`config.mk`:
```
export PLATFORM = sky130hd
export DESIGN_NAME = multi_slot_software_timer_bank_core_flat
export DESIGN_NICKNAME = d
export VERILOG_FILES = /design/src/rtl/mst_pkg.sv /design/src/rtl/mst_req_if.sv /design/src/rtl/mst_rsp_if.sv /design/src/rtl/mst_ctrl.sv /design/src/rtl/mst_datapath.sv /design/src/rtl/multi_slot_software_timer_bank_core.sv /design/src/flat_wrapper.sv
export SDC_FILE = /design/constraint.sdc
export NUM_CORES = 2
export LEC_CHECK = 0
export ABC_AREA = 1
export BUFFER_PORTS_ARGS = -buffer_cell sky130_fd_sc_hd__buf_2
export CAP_MARGIN = 20
export CORE_MARGIN = 3
export CORE_UTILIZATION = 40
export CTS_CLUSTER_SIZE = 25
export DETAILED_ROUTE_END_ITERATION = 6
export GPL_TIMING_DRIVEN = 0
export PLACE_DENSITY = 0.56
export REMOVE_ABC_BUFFERS = 1
export SYNTH_ARGS = -nofsm -noshare
export SYNTH_HDL_FRONTEND = slang
export SYNTH_SLANG_ARGS = --single-unit
export TNS_END_PERCENT = 10
```
`constraint.sdc`:
```
create_clock -name clk -period 7.26 [get_ports clk]
set_input_delay 0.363 -clock clk [delete_from_list [all_inputs] [get_ports clk]]
set_output_delay 0.363 -clock clk [all_outputs]
set_load 0.01 [all_outputs]
```
`src/rtl/mst_pkg.sv`:
```
// Types and constants shared by the timer bank modules.
`default_nettype none

package mst_pkg;

    localparam int DUR_W       = 32;
    localparam int REP_W       = 17;
    localparam int SLOT_W      = 4;
    localparam int MAX_RESULTS = 16;
    localparam int FIRE_CNT_W  = 5;

    typedef enum logic [1:0] {
        MODE_TICK    = 2'd0,
        MODE_ADD_ONE = 2'd1,
        MODE_ADD_REP = 2'd2,
        MODE_CLEAR   = 2'd3
    } mode_t;

    typedef enum logic [1:0] {
        KIND_FIRED    = 2'd0,
        KIND_ADDED    = 2'd1,
        KIND_REJECTED = 2'd2,
        KIND_CLEARED  = 2'd3
    } kind_t;

    // Commands from the controller to the datapath.
    typedef struct packed {
        logic load;
        logic idx_inc;
        logic mem_rd;
        logic tick_upd;
        logic add_wr;
        logic emit_reject;
        logic clear_all;
        logic flush;
    } cmd_t;

    // Status from the datapath to the controller.
    typedef struct packed {
        logic slot_active;
        logic idx_last;
        logic out_free;
        logic fire_due;
        logic pend_valid;
    } status_t;

endpackage

`default_nettype wire

```
`src/rtl/mst_req_if.sv`:
```
// Request channel interface of the timer bank.
`default_nettype none

interface mst_req_if;
    import mst_pkg::*;

    logic                     valid;
    logic                     ready;
    logic [1:0]               mode;
    logic [DUR_W-1:0]         duration;
    logic signed [REP_W-1:0]  repeat_count;

    modport source (output valid, mode, duration, repeat_count, input ready);
    modport sink (input valid, mode, duration, repeat_count, output ready);
endinterface

`default_nettype wire

```
`src/rtl/mst_rsp_if.sv`:
```
// Result channel interface of the timer bank.
`default_nettype none

interface mst_rsp_if;
    import mst_pkg::*;

    logic              valid;
    logic              ready;
    logic [1:0]        kind;
    logic [SLOT_W-1:0] slot;
    logic              last;

    modport source (output valid, kind, slot, last, input ready);
    modport sink (input valid, kind, slot, last, output ready);
endinterface

`default_nettype wire

```
`src/rtl/mst_ctrl.sv`:
```
// Controller state machine that sequences add, clear and tick scans.
`default_nettype none

module mst_ctrl
    import mst_pkg::*;
(
    input  wire logic    clk,
    input  wire logic    rst_n,
    input  wire logic    req_valid,
    input  wire mode_t   req_mode,
    output logic         req_ready,
    input  wire status_t sts,
    output cmd_t         cmd
);

    typedef enum logic [5:0] {
        ST_IDLE       = 6'b000001,
        ST_ADD        = 6'b000010,
        ST_CLEAR      = 6'b000100,
        ST_TICK_RD    = 6'b001000,
        ST_TICK_UPD   = 6'b010000,
        ST_TICK_FLUSH = 6'b100000
    } state_t;

    state_t state_reg;
    state_t state_next;

    always_ff @(posedge clk or negedge rst_n)
    begin
        if (!rst_n)
        begin
            state_reg <= ST_IDLE;
        end
        else
        begin
            state_reg <= state_next;
        end
    end

    always_comb
    begin
        cmd        = '0;
        state_next = state_reg;
        req_ready  = (state_reg == ST_IDLE);
        unique case (state_reg)
            ST_IDLE:
            begin
                if (req_valid)
                begin
                    cmd.load = 1'b1;
                    unique case (req_mode) inside
                        MODE_TICK:                  state_next = ST_TICK_RD;
                        MODE_CLEAR:                 state_next = ST_CLEAR;
                        MODE_ADD_ONE, MODE_ADD_REP: state_next = ST_ADD;
                        default:                    state_next = ST_ADD;
                    endcase
                end
            end
            ST_ADD:
            begin
                if (!sts.slot_active)
                begin
                    if (sts.out_free)
                    begin
                        cmd.add_wr = 1'b1;
                        state_next = ST_IDLE;
                    end
                end
                else if (sts.idx_last)
                begin
                    if (sts.out_free)
                    begin
                        cmd.emit_reject = 1'b1;
                        state_next      = ST_IDLE;
                    end
                end
                else
                begin
                    cmd.idx_inc = 1'b1;
                end
            end
            ST_CLEAR:
            begin
                if (sts.out_free)
                begin
                    cmd.clear_all = 1'b1;
                    state_next    = ST_IDLE;
                end
            end
            ST_TICK_RD:
            begin
                if (sts.slot_active)
                begin
                    cmd.mem_rd = 1'b1;
                    state_next = ST_TICK_UPD;
                end
                else if (sts.idx_last)
                begin
                    state_next = ST_TICK_FLUSH;
                end
                else
                begin
                    cmd.idx_inc = 1'b1;
                end
            end
            ST_TICK_UPD:
            begin
                // A new fire pushes the held one out, so it waits for the output register.
                if (!(sts.fire_due && sts.pend_valid && !sts.out_free))
                begin
                    cmd.tick_upd = 1'b1;
                    if (sts.idx_last)
                    begin
                        state_next = ST_TICK_FLUSH;
                    end
                    else
                    begin
                        cmd.idx_inc = 1'b1;
                        state_next  = ST_TICK_RD;
                    end
                end
            end
            ST_TICK_FLUSH:
            begin
                if (!sts.pend_valid || sts.out_free)
                begin
                    cmd.flush  = 1'b1;
                    state_next = ST_IDLE;
                end
            end
            default:
            begin
                state_next = ST_IDLE;
            end
        endcase
    end

endmodule

`default_nettype wire

```
`src/rtl/mst_datapath.sv`:
```
// Slot memory, active bits, shared tick update unit and result register.
`default_nettype none

module mst_datapath
    import mst_pkg::*;
#(
    parameter int NUM_SLOTS = 16,
    parameter int TIME_BITS = 32
)
(
    input  wire logic              clk,
    input  wire logic              rst_n,
    input  wire cmd_t              cmd,
    output status_t                sts,
    input  wire mode_t             req_mode,
    input  wire logic [DUR_W-1:0]  req_duration,
    input  wire logic [REP_W-1:0]  req_repeat,
    output logic                   out_valid,
    input  wire logic              out_ready,
    output kind_t                  out_kind,
    output logic [SLOT_W-1:0]      out_slot,
    output logic                   out_last
);

    localparam int IDX_W  = (NUM_SLOTS > 1) ? $clog2(NUM_SLOTS) : 1;
    localparam int WORD_W = 2 * TIME_BITS + REP_W;
    localparam logic [IDX_W-1:0]     LAST_IDX = IDX_W'(NUM_SLOTS - 1);
    localparam logic [TIME_BITS-1:0] TIME_MAX = {TIME_BITS{1'b1}};

    logic [NUM_SLOTS-1:0]  active_reg;
    logic [NUM_SLOTS-1:0]  active_next;
    logic [IDX_W-1:0]      idx_reg;
    logic [TIME_BITS-1:0]  dur_reg;
    logic [REP_W-1:0]      rep_reg;
    logic [WORD_W-1:0]     mem [NUM_SLOTS];
    logic [WORD_W-1:0]     rd_word_reg;
    logic                  pend_valid_reg;
    logic [IDX_W-1:0]      pend_slot_reg;
    logic [FIRE_CNT_W-1:0] fire_cnt_reg;
    logic                  out_valid_reg;
    logic                  out_valid_next;
    kind_t                 out_kind_reg;
    kind_t                 out_kind_next;
    logic [SLOT_W-1:0]     out_slot_reg;
    logic [SLOT_W-1:0]     out_slot_next;
    logic                  out_last_reg;
    logic                  out_last_next;
    logic                  emit;

    logic [TIME_BITS-1:0]  rd_period;
    logic [TIME_BITS-1:0]  rd_elapsed;
    logic [REP_W-1:0]      rd_rep;
    logic [TIME_BITS-1:0]  el_inc;
    logic [REP_W-1:0]      rep_dec;
    logic                  rep_zero;
    logic                  rep_pos;
    logic                  fire_due;
    logic                  mem_we;
    logic [WORD_W-1:0]     mem_wdata;

    assign rd_period  = rd_word_reg[WORD_W-1 -: TIME_BITS];
    assign rd_elapsed = rd_word_reg[REP_W+TIME_BITS-1 -: TIME_BITS];
    assign rd_rep     = rd_word_reg[REP_W-1:0];

    // The elapsed count saturates, so a full period still compares as due.
    assign el_inc   = (rd_elapsed == TIME_MAX) ? rd_elapsed : rd_elapsed + TIME_BITS'(1);
    assign rep_zero = (rd_rep == '0);
    assign rep_pos  = !rd_rep[REP_W-1] && !rep_zero;
    assign rep_dec  = rep_pos ? rd_rep - REP_W'(1) : rd_rep;
    assign fire_due = !rep_zero && (el_inc >= rd_period)
                      && (fire_cnt_reg < FIRE_CNT_W'(MAX_RESULTS));

    assign sts.slot_active = active_reg[idx_reg];
    assign sts.idx_last    = (idx_reg == LAST_IDX);
    assign sts.out_free    = !out_valid_reg || out_ready;
    assign sts.fire_due    = fire_due;
    assign sts.pend_valid  = pend_valid_reg;

    always_comb
    begin
        mem_we    = 1'b0;
        mem_wdata = {rd_period, el_inc, rd_rep};
        if (cmd.add_wr)
        begin
            mem_we    = 1'b1;
            mem_wdata = {dur_reg, TIME_BITS'(0), rep_reg};
        end
        else if (cmd.tick_upd && !rep_zero)
        begin
            mem_we = 1'b1;
            if (fire_due)
            begin
                mem_wdata = {rd_period, TIME_BITS'(0), rep_dec};
            end
        end
    end

    always_ff @(posedge clk)
    begin
        if (mem_we)
        begin
            mem[idx_reg] <= mem_wdata;
        end
        if (cmd.mem_rd)
        begin
            rd_word_reg <= mem[idx_reg];
        end
    end

    always_comb
    begin
        active_next = active_reg;
        if (cmd.clear_all)
        begin
            active_next = '0;
        end
        if (cmd.add_wr)
        begin
            active_next[idx_reg] = 1'b1;
        end
        if (cmd.tick_upd)
        begin
            if (rep_zero || (fire_due && (rep_dec == '0)))
            begin
                active_next[idx_reg] = 1'b0;
            end
        end
    end

    // A fire is held until the next one or the end of the scan shows whether it is the last.
    always_comb
    begin
        emit          = 1'b0;
        out_kind_next = out_kind_reg;
        out_slot_next = out_slot_reg;
        out_last_next = out_last_reg;
        if (cmd.tick_upd && fire_due && pend_valid_reg)
        begin
            emit          = 1'b1;
            out_kind_next = KIND_FIRED;
            out_slot_next = SLOT_W'(pend_slot_reg);
            out_last_next = 1'b0;
        end
        else if (cmd.flush && pend_valid_reg)
        begin
            emit          = 1'b1;
            out_kind_next = KIND_FIRED;
            out_slot_next = SLOT_W'(pend_slot_reg);
            out_last_next = 1'b1;
        end
        else if (cmd.add_wr)
        begin
            emit          = 1'b1;
            out_kind_next = KIND_ADDED;
            out_slot_next = SLOT_W'(idx_reg);
            out_last_next = 1'b1;
        end
        else if (cmd.emit_reject)
        begin
            emit          = 1'b1;
            out_kind_next = KIND_REJECTED;
            out_slot_next = '0;
            out_last_next = 1'b1;
        end
        else if (cmd.clear_all)
        begin
            emit          = 1'b1;
            out_kind_next = KIND_CLEARED;
            out_slot_next = '0;
            out_last_next = 1'b1;
        end
        out_valid_next = emit ? 1'b1 : (out_ready ? 1'b0 : out_valid_reg);
    end

    always_ff @(posedge clk or negedge rst_n)
    begin
        if (!rst_n)
        begin
            active_reg     <= '0;
            idx_reg        <= '0;
            pend_valid_reg <= 1'b0;
            fire_cnt_reg   <= '0;
            out_valid_reg  <= 1'b0;
        end
        else
        begin
            active_reg    <= active_next;
            out_valid_reg <= out_valid_next;
            if (cmd.load)
            begin
                idx_reg        <= '0;
                pend_valid_reg <= 1'b0;
                fire_cnt_reg   <= '0;
            end
            else
            begin
                if (cmd.idx_inc)
                begin
                    idx_reg <= idx_reg + IDX_W'(1);
                end
                if (cmd.tick_upd && fire_due)
                begin
                    pend_valid_reg <= 1'b1;
                    fire_cnt_reg   <= fire_cnt_reg + FIRE_CNT_W'(1);
                end
                else if (cmd.flush)
                begin
                    pend_valid_reg <= 1'b0;
                end
            end
        end
    end

    always_ff @(posedge clk)
    begin
        if (cmd.load)
        begin
            dur_reg <= TIME_BITS'(req_duration);
            rep_reg <= (req_mode == MODE_ADD_ONE) ? REP_W'(1) : req_repeat;
        end
        if (cmd.tick_upd && fire_due)
        begin
            pend_slot_reg <= idx_reg;
        end
        out_kind_reg <= out_kind_next;
        out_slot_reg <= out_slot_next;
        out_last_reg <= out_last_next;
    end

    assign out_valid = out_valid_reg;
    assign out_kind  = out_kind_reg;
    assign out_slot  = out_slot_reg;
    assign out_last  = out_last_reg;

endmodule

`default_nettype wire

```
`src/rtl/multi_slot_software_timer_bank_core.sv`:
```
// Top level of the multi-slot timer bank: controller plus slot datapath.
`default_nettype none

// A bank of NUM_SLOTS timer slots. An add item takes the lowest free slot and
// answers with its number, or with a rejection when the bank is full; a clear
// item frees every slot and answers once; a tick item advances every active
// slot and reports the slots that fire, in ascending slot order, with last set
// on the final report (a tick that fires nothing reports nothing). One item is
// worked on at a time. Slot state sits in a single-ported memory with a
// registered read, and one shared update unit walks it: a tick reads and
// updates each active slot and steps past each free one, an add steps past
// each occupied slot below the free one (every slot when full), and each item
// stalls at its result while the result register waits to be taken.
// A new item is taken while a finished result still waits at the output.
module multi_slot_software_timer_bank_core
    import mst_pkg::*;
#(
    parameter int NUM_SLOTS = 16,
    parameter int TIME_BITS = 32
)
(
    input  wire logic  clk,
    input  wire logic  rst_n,
    mst_req_if.sink    request,
    mst_rsp_if.source  result
);

    cmd_t    cmd;
    status_t sts;
    kind_t   rsp_kind;

    mst_ctrl u_ctrl (
        .clk       (clk),
        .rst_n     (rst_n),
        .req_valid (request.valid),
        .req_mode  (mode_t'(request.mode)),
        .req_ready (request.ready),
        .sts       (sts),
        .cmd       (cmd)
    );

    mst_datapath #(
        .NUM_SLOTS (NUM_SLOTS),
        .TIME_BITS (TIME_BITS)
    ) u_datapath (
        .clk          (clk),
        .rst_n        (rst_n),
        .cmd          (cmd),
        .sts          (sts),
        .req_mode     (mode_t'(request.mode)),
        .req_duration (request.duration),
        .req_repeat   (request.repeat_count),
        .out_valid    (result.valid),
        .out_ready    (result.ready),
        .out_kind     (rsp_kind),
        .out_slot     (result.slot),
        .out_last     (result.last)
    );

    assign result.kind = rsp_kind;

endmodule

`default_nettype wire

```
`src/flat_wrapper.sv`:
```
// flat-port wrapper written by rule: the top's interface ports become plain ports
module multi_slot_software_timer_bank_core_flat import mst_pkg::*;
#(
    parameter int NUM_SLOTS = 16,
    parameter int TIME_BITS = 32
)
  (clk, rst_n, request_valid, request_mode, request_duration, request_repeat_count, request_ready, result_valid, result_kind, result_slot, result_last, result_ready);
  mst_req_if request_i ();
  mst_rsp_if result_i ();
  input  wire logic clk;
  input  wire logic rst_n;
  input wire logic [$bits(request_i.valid)-1:0] request_valid;
  input wire logic [$bits(request_i.mode)-1:0] request_mode;
  input wire logic [$bits(request_i.duration)-1:0] request_duration;
  input wire logic [$bits(request_i.repeat_count)-1:0] request_repeat_count;
  output wire logic [$bits(request_i.ready)-1:0] request_ready;
  output wire logic [$bits(result_i.valid)-1:0] result_valid;
  output wire logic [$bits(result_i.kind)-1:0] result_kind;
  output wire logic [$bits(result_i.slot)-1:0] result_slot;
  output wire logic [$bits(result_i.last)-1:0] result_last;
  input wire logic [$bits(result_i.ready)-1:0] result_ready;
  assign request_i.valid = request_valid;
  assign request_i.mode = request_mode;
  assign request_i.duration = request_duration;
  assign request_i.repeat_count = request_repeat_count;
  assign request_ready = request_i.ready;
  assign result_valid = result_i.valid;
  assign result_kind = result_i.kind;
  assign result_slot = result_i.slot;
  assign result_last = result_i.last;
  assign result_i.ready = result_ready;
  multi_slot_software_timer_bank_core #(.NUM_SLOTS(NUM_SLOTS), .TIME_BITS(TIME_BITS)) u_core (.clk(clk), .rst_n(rst_n), .request(request_i), .result(result_i));
endmodule
```
==> impl_summary.log <==
[metrics] non-filler cells, final: 6993
[metrics] total standard cell area after synthesis: 0.05940 mm2
[metrics] library cell used as clock root buffer: clkbuf_16
[metrics] final worst-path cycle share: 93.55%
[metrics] Core Area: 0.1466 mm2
[metrics] mean routed wirelength per cell: 23.45 um
[metrics] standard-cell rows: 140
[metrics] share of the synthesized area in the top cell type: 72.49%
[metrics] hold violation count in the final report: 0
[metrics] placed insts: 6647
[metrics] Largest stage delay, worst path: 780 ps
[metrics] Min Clock Period, post-route: 6792 ps
[metrics] number of DRC markers after the initial detailed-route iteration: 4027
[metrics] clock transition time at the flip-flop clock pins of the worst setup and hold paths: 60 ps
[metrics] count of synthesis-stage warnings from yosys: 0
[metrics] Design Area, Final: 0.06956 mm2
[metrics] mean instance size in the synthesized netlist: 12.39 um2
[metrics] CTS tree: yes
[metrics] status: finished, final reports clean
[metrics] total overflow reported by the global router: 0
[metrics] crit path launch: u_core.u_datapath.idx_reg[0]$_DFFE_PN0P_
[metrics] Critical path destination: u_core.u_datapath.mem[5][77]$_DFFE_PP_
[metrics] relative area change from synthesis to final layout: 17.10%
[metrics] library cell appearing most often on the critical path: buf_16
[metrics] Least-Margin Pin Slew: 1124 ps
[metrics] flip-flop count of the largest register after layout: 1296
[metrics] worst slew slack as a fraction of its limit: 25.08%
[metrics] Detailed Place HPWL: 95.87 mm
[metrics] full die area: 0.1532 mm2
[metrics] number of max-slew violations in the final report: 0
[metrics] cell type with the highest aggregate area in the netlist: edfxtp_1
[metrics] VDD IR-drop max: 155.6 uV
[metrics] register bit total from synthesis: 1470
[metrics] final total negative setup slack: 0 ps
[metrics] DP Worst Slack: 284.1 ps
[metrics] Die Y: 391.4 um
[metrics] RSZ-0062 raised after global routing: false
[metrics] average vias per placed instance: 5.572
[metrics] Crit Path Class: flip-flop to flip-flop
[metrics] slowest cell on the critical path: dfrtp_4
[metrics] Worst Setup Slack, final: 468.0 ps
[metrics] post-placement cell area: 0.06424 mm2
[metrics] leakage power of the design: 23.53 nW
[metrics] final weighted congestion in routability-driven placement: 0.8356
[metrics] most area-consuming cells after synthesis: edfxtp_1 (72%), o21ai_0 (5.9%), nor2_1 (5.4%), nand2_1 (3.9%), o22ai_1 (3.4%)
[metrics] data required time at the worst endpoint: 7730 ps
[metrics] pin count of the biggest net entering global routing: 142
[metrics] final count of negative-setup-slack endpoints: 0
[metrics] number of global-route vias before repair: 36690
[metrics] MaxCap Viol Count: 0
[metrics] CP Max Fanout: 141
[metrics] share of the yosys chip area belonging to registers: 73.98%
[metrics] floorplan die width: 391.4 um
[metrics] I/O Buffers: 63
[metrics] vias after detailed routing: 38970
[metrics] setup fix buffers added after clock tree synthesis: 0
[metrics] insertion delay to the later sink of the worst-skew pair: 780 ps
[metrics] setup slack, reg-to-reg: 470 ps
[metrics] fraction of layout instances using a drive strength above 1: 10.13%
[metrics] data arrival time of the worst path: 7260 ps
[metrics] cell-by-cell listing of the critical path: buf_16, buf_16, inv_8, buf_16, o21ai_0, o21ai_0, nand2_1, nand4_1, nor3_4, buf_16, inv_1, nand2_1, inv_1, buf_16, nor2_4, buf_12, buf_12, buf_12, buf_16
[metrics] layout filler cell count: 12870
[metrics] fmax: 147.2 MHz
[metrics] clock tree sinks: 1470
[metrics] Netlist cell types: 45
[metrics] startpoint of the most critical register-to-register path: u_core.u_datapath.idx_reg[0]$_DFFE_PN0P_
[metrics] class of the worst hold path: primary input to async pin
[metrics] depth of the critical timing path with buffers and inverters included: 19
[metrics] first-pass GRT wire length: 241.9 mm
[metrics] number of buffers created by CTS: 150
[metrics] Critical Path Start Type: flip-flop
[metrics] Crit path max-delay family: buffers and inverters
[metrics] number of top-level pins: 64
[metrics] sum of internal, switching and leakage power: 0.02214 W
[metrics] ANT nets after route: 0
[metrics] combined global-route utilization of all metal layers: 21.26%
[metrics] number of levels in the clock H-tree: 4
[metrics] Layout Skew: 26.59 ps
[metrics] cell count after synthesis: 4793
[metrics] endpoint of the worst register-to-register path: u_core.u_datapath.mem[5][77]$_DFFE_PP_
[metrics] number of antenna violations at the first check in global routing: 2
[metrics] number of buffer and inverter stages on the critical path: 12
[metrics] detailed-route DRC error count: 0
[metrics] initial core utilization: 40.52%
[metrics] # nets final: 5050
[metrics] type of destination of the critical path: flip-flop
[metrics] Pwr per Cell Area: 318.3 mW/mm2
[metrics] Detailed Route WL: 164.0 mm
[metrics] buffer levels on the longest clock path: 3
[metrics] TritonRoute pass-1 iters: 5
[metrics] depth of the worst register-to-register path: 19
-- cell type report --
cell class                 count  area, um2  area share, %
sequential                  1470      43960          63.19
clock buffer                 193       4063          5.840
antenna                        1      2.502       0.003597
inverter                     181      699.4          1.005
clock inverter                81      561.8         0.8076
tap                         1917       2399          3.448
timing repair buffer         294       4073          5.855
multi-input combinational   2856      13810          19.85
-- routing by layer --
metal	global-route usage (%)	vias to the layer above	routed length, um
met2	32.34	1404	73680
met5	0	-	0
met1	31.29	19590	74180
met4	6.743	0	4396
met3	3.394	246	11720
li1	-	17730	-
-- worst min path at each step --
stage                                           endpoint                                     from  depth (start not counted)
2_1_floorplan     u_core.u_ctrl.state_reg[1]$_DFFE_PN0P_                                    rst_n                          0
3_3_place_gp     u_core.u_datapath.out_last$_SDFFE_PP0P_  u_core.u_datapath.out_last$_SDFFE_PP0P_                          2
3_5_place_dp     u_core.u_datapath.out_last$_SDFFE_PP0P_  u_core.u_datapath.out_last$_SDFFE_PP0P_                          2
4_1_cts        u_core.u_datapath.active_reg[7]$_DFF_PN0_                                    rst_n                          2
5_1_grt        u_core.u_datapath.active_reg[6]$_DFF_PN0_                                    rst_n                          2
6_report       u_core.u_datapath.active_reg[7]$_DFF_PN0_                                    rst_n                          2
-- synthesized netlist by cell type, drive strengths merged --
| cell | number |
|---|---|
| dfrtp | 32 |
| o22ai | 324 |
| nand3 | 39 |
| and2 | 1 |
| nand3b | 2 |
| xor2 | 19 |
| o211ai | 3 |
| dfxtp | 3 |
| nor3 | 19 |
| dfstp | 1 |
| a31oi | 1 |
| inv | 179 |
| nand4 | 104 |
| edfxtp | 1434 |
| clkbuf | 229 |
| a21o | 2 |
| o31ai | 1 |
| o21ai | 707 |
| a22oi | 16 |
| nor4 | 8 |
| ha | 42 |
| o21a | 2 |
| or2 | 2 |
| a21oi | 83 |
| nand2 | 618 |
| buf | 57 |
| nor2 | 852 |
| xnor2 | 11 |
| clkinv | 2 |
-- report_power, final --
group / internal [W] / switching, W / leakage (nW) / total [W]
registers: 0.0101 / 0.000163 / 13.4 / 0.0103
clock network: 0.00414 / 0.00321 / 2.28 / 0.00735
logic: 0.00143 / 0.00309 / 7.87 / 0.00452
-- per-stage QoR --
step                hold slack (ps)  util (%)
floorplan                     67.41         -
global placement              457.6     41.58
detailed placement            462.0     43.81
CTS                           198.1     47.34
global route                  245.5     47.44
finish                        221.8     47.44
-- logic make-up (layout without fill, tap and decap cells) --
logic type | count (synthesis) | after routing | synth area share, %
other | 0 | 1 | 0
AND/OR/NAND/NOR | 1645 | 1645 | 11.14
XOR/XNOR | 30 | 30 | 0.4423
AO/OA/AOI/OAI | 1139 | 1139 | 10.46
flip-flops | 1470 | 1470 | 73.98
adder cells (fa/ha/maj) | 42 | 42 | 0.8846
buffers and inverters | 467 | 749 | 3.088
-- what timing repair did --
action,CTS,global route
resized for setup,0,5
hold buffers,55,0
endpoints found under the setup margin,0,343
endpoints found under the hold margin,85,0
-- worst register-to-register path: cells and delay by family (launching register included) --
kind | cells | cell delay [ps]
and+or+nand+nor | 5 | 1520
AOI/OAI and AO/OA | 2 | 540
buffers and inverters | 12 | 3630
DFF | 1 | 780
-- layout by cell type, fill, tap and decap left out, types with 4 or more instances in the layout --
cell / count
a21oi_1: 68
a21oi_2: 15
a22oi_1: 16
buf_12: 80
buf_16: 43
buf_2: 68
buf_4: 41
buf_6: 4
bufinv_16: 5
clkbuf_1: 35
clkbuf_16: 156
clkinv_1: 31
clkinv_2: 34
dfrtp_1: 30
dlygate4sd3_1: 55
edfxtp_1: 1434
ha_1: 42
inv_1: 173
inv_6: 8
nand2_1: 611
nand2_2: 5
nand3_1: 37
nand4_1: 104
nor2_1: 826
nor2_4: 22
nor3_1: 17
nor4_1: 7
o21ai_0: 699
o21ai_1: 7
o22ai_1: 324
xnor2_1: 11
xor2_1: 19
Power figures use the tool's default switching activity.
